## config.mk

```make
export PLATFORM = sky130hd
export DESIGN_NAME = fuzzy_subsequence_scorer
export DESIGN_NICKNAME = d
export VERILOG_FILES = /design/src/rtl/fss_pkg.sv /design/src/rtl/fuzzy_subsequence_scorer.sv /design/src/rtl/fss_ram.sv
export SDC_FILE = /design/constraint.sdc
export NUM_CORES = 1
export LEC_CHECK = 0
export ABC_AREA = 1
export BUFFER_PORTS_ARGS = -buffer_cell sky130_fd_sc_hd__buf_4
export CAP_MARGIN = 20
export CORE_UTILIZATION = 55
export CTS_BUF_LIST = sky130_fd_sc_hd__clkbuf_2 sky130_fd_sc_hd__clkbuf_4 sky130_fd_sc_hd__clkbuf_8
export CTS_CLUSTER_DIAMETER = 100
export DETAILED_ROUTE_END_ITERATION = 7
export PLACE_DENSITY = 0.79
export SYNTH_ARGS = -nofsm -noshare
export SYNTH_HDL_FRONTEND = slang
export SYNTH_HIERARCHICAL = 1
export SYNTH_SLANG_ARGS = --single-unit
```

## constraint.sdc

```tcl
create_clock -name clock -period 5.8 [get_ports clock]
set_clock_uncertainty 0.2 [all_clocks]
set_input_delay 0.58 -clock clock [delete_from_list [all_inputs] [get_ports clock]]
set_output_delay 0.58 -clock clock [all_outputs]
set_load 0.005 [all_outputs]
```

## src/rtl/fss_pkg.sv

```systemverilog
`default_nettype none

package fss_pkg;

   localparam int QUERY_DEPTH = 32;
   localparam int CHAR_BITS   = 16;
   localparam int ADDR_BITS   = (QUERY_DEPTH > 1) ? $clog2(QUERY_DEPTH) : 1;
   localparam int LEN_BITS    = $clog2(QUERY_DEPTH + 1);
   localparam int SCORE_BITS  = 9;
   localparam int GAIN_BITS   = 4;

   localparam logic [SCORE_BITS-1:0] SCORE_MAX = '1;

   localparam logic [GAIN_BITS-1:0] GAIN_MATCH    = GAIN_BITS'(1);
   localparam logic [GAIN_BITS-1:0] GAIN_ADJACENT = GAIN_BITS'(3);
   localparam logic [GAIN_BITS-1:0] GAIN_BOUNDARY = GAIN_BITS'(5);

   typedef logic [CHAR_BITS-1:0] char_type;

   typedef enum logic [1:0] {
      OP_CLEAR  = 2'd0,
      OP_APPEND = 2'd1,
      OP_TARGET = 2'd2,
      OP_END    = 2'd3
   } op_type;

   typedef struct packed {
      logic                  matched;
      logic [SCORE_BITS-1:0] score;
      logic                  query_overflow;
   } result_type;

   localparam char_type CH_0     = CHAR_BITS'('h30);
   localparam char_type CH_9     = CHAR_BITS'('h39);
   localparam char_type CH_UPPER_A = CHAR_BITS'('h41);
   localparam char_type CH_UPPER_Z = CHAR_BITS'('h5a);
   localparam char_type CH_LOWER_A = CHAR_BITS'('h61);
   localparam char_type CH_LOWER_Z = CHAR_BITS'('h7a);
   localparam char_type CASE_DELTA = CHAR_BITS'('h20);

   function automatic logic is_upper(char_type c);
      return (c >= CH_UPPER_A) && (c <= CH_UPPER_Z);
   endfunction

   function automatic logic is_lower(char_type c);
      return (c >= CH_LOWER_A) && (c <= CH_LOWER_Z);
   endfunction

   function automatic logic is_alnum(char_type c);
      return ((c >= CH_0) && (c <= CH_9)) || is_upper(c) || is_lower(c);
   endfunction

   function automatic char_type fold_case(char_type c);
      return is_upper(c) ? char_type'(c + CASE_DELTA) : c;
   endfunction

endpackage

`default_nettype wire

```

## src/rtl/fuzzy_subsequence_scorer.sv

```systemverilog
`default_nettype none

// Greedy, case-insensitive subsequence scorer. Every beat is taken back to back,
// as long as results drain. The query lives in a RAM with one
// write and one registered read port; the read port is aimed at the entry after the current
// match position every cycle, so the query character needed after a hit is already waiting
// and a hit on every target character keeps full rate. An end-of-target beat's result is
// registered in the output register that drives the rsp_ port, or parked in one skid entry
// behind it while the rsp_ side stalls; the req_ side stalls only while two results wait on a stalled rsp_ side.
// An empty query reports a match with score 0; appends past the query depth are dropped and
// flagged until the next clear.
module fuzzy_subsequence_scorer (
   input  wire logic                           clock,
   input  wire logic                           reset,
   input  wire logic                           req_valid,
   output logic                                req_stall,
   input  wire logic [1:0]                     req_operation,
   input  wire logic [15:0]                    req_character,
   output logic                                rsp_valid,
   input  wire logic                           rsp_stall,
   output logic                                rsp_matched,
   output logic [fss_pkg::SCORE_BITS-1:0]      rsp_score,
   output logic                                rsp_query_overflow
);

   localparam int AB = fss_pkg::ADDR_BITS;
   localparam int LB = fss_pkg::LEN_BITS;
   localparam int SB = fss_pkg::SCORE_BITS;
   localparam logic [LB-1:0] DEPTH_LEN = LB'(fss_pkg::QUERY_DEPTH);

   logic                 accept;
   fss_pkg::op_type      op;
   fss_pkg::char_type    ch;

   logic [LB-1:0]        len_ff, len_in;
   logic [LB-1:0]        mp_ff, mp_in;
   logic [SB-1:0]        score_ff, score_in;
   logic                 ovf_ff, ovf_in;
   logic                 prev_match_ff, prev_match_in;
   logic                 prev_alnum_ff, prev_alnum_in;
   logic                 prev_lower_ff, prev_lower_in;
   logic                 at_start_ff, at_start_in;
   fss_pkg::char_type    cur_ff, cur_in;
   fss_pkg::char_type    head_ff, head_in;

   logic                 wr_en;
   logic [LB-1:0]        rd_len;
   fss_pkg::char_type    ram_q;
   logic                 fwd_valid_ff, fwd_valid_in;
   fss_pkg::char_type    fwd_data_ff;
   fss_pkg::char_type    next_q;

   logic                 hit;
   logic                 boundary;
   logic [fss_pkg::GAIN_BITS-1:0] gain;
   logic [SB:0]          score_sum;

   logic                 new_rsp;
   fss_pkg::result_type  new_res;
   logic                 rsp_valid_ff, rsp_valid_in;
   fss_pkg::result_type  rsp_ff, rsp_in;
   logic                 skid_valid_ff, skid_valid_in;
   fss_pkg::result_type  skid_ff, skid_in;
   logic                 load_slot;

   assign req_stall = skid_valid_ff;
   assign accept    = req_valid && !req_stall;
   assign op        = fss_pkg::op_type'(req_operation);
   assign ch        = req_character[fss_pkg::CHAR_BITS-1:0];

   // ---------------- query store ----------------
   assign wr_en  = accept && (op == fss_pkg::OP_APPEND) && (len_ff < DEPTH_LEN);
   assign rd_len = mp_in + LB'(1);

   fss_ram #(
      .WIDTH (fss_pkg::CHAR_BITS),
      .DEPTH (fss_pkg::QUERY_DEPTH)
   ) u_query_ram (
      .clock   (clock),
      .wr_en   (wr_en),
      .wr_addr (len_ff[AB-1:0]),
      .wr_data (ch),
      .rd_addr (rd_len[AB-1:0]),
      .rd_data (ram_q)
   );

   // forward a write that lands on the entry being read
   assign fwd_valid_in = wr_en && (len_ff == rd_len);
   assign next_q       = fwd_valid_ff ? fwd_data_ff : ram_q;

   // ---------------- match and score ----------------
   always_comb begin
      hit      = (mp_ff < len_ff) && (fss_pkg::fold_case(ch) == fss_pkg::fold_case(cur_ff));
      boundary = at_start_ff || !prev_alnum_ff || (prev_lower_ff && fss_pkg::is_upper(ch));
      gain     = fss_pkg::GAIN_MATCH
               + (prev_match_ff ? fss_pkg::GAIN_ADJACENT : '0)
               + (boundary ? fss_pkg::GAIN_BOUNDARY : '0);
      score_sum = {1'b0, score_ff} + (SB + 1)'(gain);
   end

   always_comb begin
      len_in        = len_ff;
      mp_in         = mp_ff;
      score_in      = score_ff;
      ovf_in        = ovf_ff;
      prev_match_in = prev_match_ff;
      prev_alnum_in = prev_alnum_ff;
      prev_lower_in = prev_lower_ff;
      at_start_in   = at_start_ff;
      cur_in        = cur_ff;
      head_in       = head_ff;
      new_rsp       = 1'b0;
      new_res.matched        = (mp_ff >= len_ff);
      new_res.score          = (mp_ff >= len_ff) ? score_ff : '0;
      new_res.query_overflow = ovf_ff;

      if (accept) begin
         case (op)
            fss_pkg::OP_CLEAR: begin
               len_in        = '0;
               ovf_in        = 1'b0;
               mp_in         = '0;
               score_in      = '0;
               prev_match_in = 1'b0;
               prev_alnum_in = 1'b0;
               prev_lower_in = 1'b0;
               at_start_in   = 1'b1;
            end
            fss_pkg::OP_APPEND: begin
               if (len_ff < DEPTH_LEN) begin
                  len_in = len_ff + LB'(1);
                  if (len_ff == mp_ff) begin
                     cur_in = ch;
                  end
                  if (len_ff == '0) begin
                     head_in = ch;
                  end
               end else begin
                  ovf_in = 1'b1;
               end
            end
            fss_pkg::OP_TARGET: begin
               if (hit) begin
                  mp_in    = mp_ff + LB'(1);
                  cur_in   = next_q;
                  score_in = (score_sum > (SB + 1)'(fss_pkg::SCORE_MAX))
                           ? fss_pkg::SCORE_MAX : score_sum[SB-1:0];
               end
               prev_match_in = hit;
               prev_alnum_in = fss_pkg::is_alnum(ch);
               prev_lower_in = fss_pkg::is_lower(ch);
               at_start_in   = 1'b0;
            end
            fss_pkg::OP_END: begin
               new_rsp       = 1'b1;
               mp_in         = '0;
               cur_in        = head_ff;
               score_in      = '0;
               prev_match_in = 1'b0;
               prev_alnum_in = 1'b0;
               prev_lower_in = 1'b0;
               at_start_in   = 1'b1;
            end
            default: begin
            end
         endcase
      end
   end

   // ---------------- result register and skid ----------------
   assign load_slot = !rsp_valid_ff || !rsp_stall;

   always_comb begin
      rsp_valid_in  = rsp_valid_ff;
      rsp_in        = rsp_ff;
      skid_valid_in = skid_valid_ff;
      skid_in       = skid_ff;
      if (load_slot) begin
         if (skid_valid_ff) begin
            rsp_valid_in  = 1'b1;
            rsp_in        = skid_ff;
            skid_valid_in = new_rsp;
            skid_in       = new_res;
         end else begin
            rsp_valid_in  = new_rsp;
            rsp_in        = new_res;
         end
      end else if (new_rsp) begin
         // hold the waiting beat, park the new one
         skid_valid_in = 1'b1;
         skid_in       = new_res;
      end
   end

   assign rsp_valid          = rsp_valid_ff;
   assign rsp_matched        = rsp_ff.matched;
   assign rsp_score          = rsp_ff.score;
   assign rsp_query_overflow = rsp_ff.query_overflow;

   always_ff @(posedge clock) begin
      if (reset) begin
         len_ff        <= '0;
         mp_ff         <= '0;
         score_ff      <= '0;
         ovf_ff        <= 1'b0;
         prev_match_ff <= 1'b0;
         prev_alnum_ff <= 1'b0;
         prev_lower_ff <= 1'b0;
         at_start_ff   <= 1'b1;
         fwd_valid_ff  <= 1'b0;
         rsp_valid_ff  <= 1'b0;
         skid_valid_ff <= 1'b0;
      end else begin
         len_ff        <= len_in;
         mp_ff         <= mp_in;
         score_ff      <= score_in;
         ovf_ff        <= ovf_in;
         prev_match_ff <= prev_match_in;
         prev_alnum_ff <= prev_alnum_in;
         prev_lower_ff <= prev_lower_in;
         at_start_ff   <= at_start_in;
         fwd_valid_ff  <= fwd_valid_in;
         rsp_valid_ff  <= rsp_valid_in;
         skid_valid_ff <= skid_valid_in;
      end
   end

   always_ff @(posedge clock) begin
      cur_ff      <= cur_in;
      head_ff     <= head_in;
      fwd_data_ff <= ch;
      rsp_ff      <= rsp_in;
      skid_ff     <= skid_in;
   end

`ifndef SYNTHESIS
   a_mp_within_len: assert property (@(posedge clock) disable iff (reset)
      mp_ff <= len_ff)
      else $error("match position passed query length");

   a_len_within_depth: assert property (@(posedge clock) disable iff (reset)
      len_ff <= DEPTH_LEN)
      else $error("query length passed depth");

   a_skid_behind_rsp: assert property (@(posedge clock) disable iff (reset)
      skid_valid_ff |-> rsp_valid_ff)
      else $error("skid entry held with empty output register");

   a_unmatched_zero: assert property (@(posedge clock) disable iff (reset)
      (rsp_valid_ff && !rsp_ff.matched) |-> (rsp_ff.score == '0))
      else $error("unmatched result carries a score");

   a_end_restarts: assert property (@(posedge clock) disable iff (reset)
      (accept && (op == fss_pkg::OP_END)) |=> (at_start_ff && (mp_ff == '0)))
      else $error("target state not restarted after end of target");
`endif

endmodule

`default_nettype wire

```

## src/rtl/fss_ram.sv

```systemverilog
`default_nettype none

module fss_ram #(
   parameter int WIDTH     = 16,
   parameter int DEPTH     = 32,
   parameter int ADDR_BITS = (DEPTH > 1) ? $clog2(DEPTH) : 1
) (
   input  wire logic                 clock,
   input  wire logic                 wr_en,
   input  wire logic [ADDR_BITS-1:0] wr_addr,
   input  wire logic [WIDTH-1:0]     wr_data,
   input  wire logic [ADDR_BITS-1:0] rd_addr,
   output logic      [WIDTH-1:0]     rd_data
);

   logic [WIDTH-1:0] mem [DEPTH];

   // read returns the old entry on a same-address write
   always_ff @(posedge clock) begin
      if (wr_en) begin
         mem[wr_addr] <= wr_data;
      end
      rd_data <= mem[rd_addr];
   end

endmodule

`default_nettype wire
```

==> impl_metrics.yaml <==
run_status:
  status: "finished clean"
detailed_routing:
  firstDrtPassIters: 7
  via_per_inst: 5.89
  wl_per_cell_um: 21.2
  vias: 18900
  drc: 0
  routed_wl_um: 68100
  first_iter_violations: 2426
  antenna_left: 0
cells_and_area:
  area_growth_pct: 10.2
  drive_gt1_share_pct: 11.5
  multiInputGateArea_mm2: 0.00730
  antennaDiodeCount: 0
  nets: 2569
  seqCellArea_mm2: 0.0182
  final_util_pct: 61.5
  final_cells: 3215
  layout_commonest_cell: "nand2_1"
  final_cell_mix: "nand2_1, edfxtp_1, nand3_1, nor2_1, clkbuf_8"
  fillerInstances: 3674
  design_area_mm2: 0.0294
yosys:
  ys_seq_area_share_pct: 68.3
  synth_flop_cell: "edfxtp_1"
  ys_ff_latch: 627
  synth_nets: 2485
  synth-edff-count: 566
  syn_avg_cell_area_um2: 11.0
  syn-instance-count: 2437
  syn_area_mm2: 0.0267
  ys.warnings.count: 6
  synthArstFlopShare_pct: 0
  synth_cell_type_count: 45
placement:
  place_area_mm2: 0.0275
  post-place-ws_ps: 702
  dpl.hpwl_um: 40400
  dp_cells: 3035
  place_congestion: 0.932
  numPortBuffers: 34
clock_tree:
  cts_setup_buffers: 0
  cts_tree: "yes"
  clock_latency_ps: 710
  path_clk_slew_ps: 60
  cts_sinks: 627
  root_buffer: "clkbuf_8"
  postCtsHoldBufs: 3
  cts_buffer_depth: 3
  cts-resized-gates: 0
  h-tree-depth: 3
  numCtsBuffers: 96
sta:
  setup_violations: 0
  relSlewSlack_pct: 28.3
  hold_violations: 0
  worst_slew_pin_slew_ps: 1070
  fin_crit_sh_pct: 85.0
  fmax_mhz: 203
  setup_ws_ps: 868
  layout_min_cycle_time_ps: 4930
  setup_tns_ps: 0
  maxSlewViolCount: 0
  hold_slack_ps: 43.9
  rsz0062_at_grt: "no"
power_and_ir_drop:
  power_leakage_nw: 11.1
  power_density_mw_per_mm2: 299
  p_total_mw: 8.81
  ir_drop_v: 0.000246
grt:
  grt_max_degree: 132
  overflow: 0
  grt_pass1_vias: 18800
  antenna_found_initial: 0
  grt_pass1_wl_um: 105000
  track_usage_pct: 27.9
die:
  core_area_mm2: 0.0478
  io-pin-count: 35
  start_util_pct: 55.8
  dieArea_mm2: 0.0494
  die_height_um: 222
  num_rows: 80
  die_width_um: 222
worst_setup_path:
  rr_worst_depth: 24
  cp.arrival_ps: 5370
  endpoint_kind: "flop"
  r2r-start: "len_ff[3]"
  required_ps: 6240
  r2r_slack_ps: 870
  cp-start-kind: "flop"
  cp_max_fo: 73
  crit_type: "reg2reg"
  r2r-end: "u_query_ram/rd_data[9]"
min_path:
  min_to: "fwd_data_ff[5]"
  min_path_cells: 1
  hold_start: "req_character[5]"
  worstHoldPathType: "in2reg"
flow_run:
  cap_violations: 0
routing by layer:
layer | global-route usage, % | vias up | part of all wire, %
met1 | 36.2 | 9116 | 38
met3 | 4.68 | 174 | 9.3
met2 | 45.2 | 1068 | 48
met4 | 14.7 | 0 | 4.6
li1 | - | 8590 | -
met5 | 0 | - | 0
critical path: stages, from the launching register on:
cell and delay (ps):
dfxtp_1 560, inv_1 200, ha_1 350, nand2_1 80
nor2_1 50, o21ai_0 70, o211a_1 240, nand2_1 70
nor2_1 150, inv_1 60, nor2_1 90, nand2_1 60
nor2_1 170, nand4_1 190, nand3_4 190, buf_4 630
buf_4 630, nand2_1 100, nand3_1 110, nand3_1 160
nand2_1 150, nand2_1 50, nand2_1 110, nand2_1 60
nand2_1 70
sequential cells by signal, indices dropped and copies added (netlist names), 6 cells and up:
name and count:
rsp_score 9, mp_ff 6, fwd_data_ff 16, head_ff 16
u_query_ram/mem 512, len_ff 6, u_query_ram/rd_data 16, score_ff 9
cur_ff 16, skid_ff 11
power by group:
group,internal (mW),switching [mW]
Sequential,4.97,0.0228
Clock,1.86,1.67
Combinational,0.0777,0.210
cell usage after synthesis, types with 2 or more instances:
cell type / n / share of area [%]
nor2_1: 103 / 1.4
a211oi_1: 5 / 0.14
inv_2: 9 / 0.13
buf_4: 28 / 0.79
nand2_2: 5 / 0.12
xor2_1: 9 / 0.30
nand2_1: 848 / 12
nor2_2: 3 / 0.070
nor2_4: 3 / 0.13
clkbuf_1: 29 / 0.41
a31oi_1: 3 / 0.070
o221ai_1: 9 / 0.30
edfxtp_1: 566 / 64
nand3_2: 11 / 0.41
nand4_1: 13 / 0.30
dfxtp_1: 61 / 4.6
a21oi_1: 31 / 0.58
nand3_1: 439 / 8.2
buf_2: 34 / 0.64
o211ai_1: 9 / 0.25
nor3_1: 10 / 0.19
buf_1: 2 / 0.028
o21bai_1: 3 / 0.084
buf_6: 24 / 1.0
inv_1: 94 / 1.3
o21ai_0: 37 / 0.69
nand3_4: 2 / 0.13
ha_1: 25 / 1.2
clkinv_1: 2 / 0.028
xnor2_1: 5 / 0.16
cells by family after synthesis:
family | Yosys count | share of synthesized area (%)
AND/OR/NAND/NOR | 1441 | 23.2
XOR/XNOR | 14 | 0.459
adder cells (fa/ha/maj) | 26 | 1.25
buffers and inverters | 225 | 4.51
flip-flops | 627 | 68.3
AO/OA/AOI/OAI | 104 | 2.35
worst max-delay path by stage:
stage | startpoint | to | slack, ps | depth (start not counted)
finish | len_ff[3] | u_query_ram/rd_data[9] | 870 | 24
global route | len_ff[3] | u_query_ram/rd_data[12] | 550 | 24
CTS | len_ff[2] | u_query_ram/rd_data[9] | 1000 | 24
detailed placement | req_character[12] | u_query_ram/rd_data[12] | 700 | 24
global placement | req_character[12] | u_query_ram/rd_data[12] | 810 | 24
floorplan | len_ff[3] | cur_ff[0] | 690 | 14
final cells by class:
type | count | area share (%)
Tap cell | 615 | 2.62
Multi-Input combinational cell | 1585 | 24.8
Timing Repair Buffer | 105 | 2.96
Clock buffer | 133 | 5.54
Clock inverter | 44 | 0.770
Sequential cell | 627 | 61.9
Inverter | 106 | 1.38
Note: power is estimated with default switching activity, not from simulation.
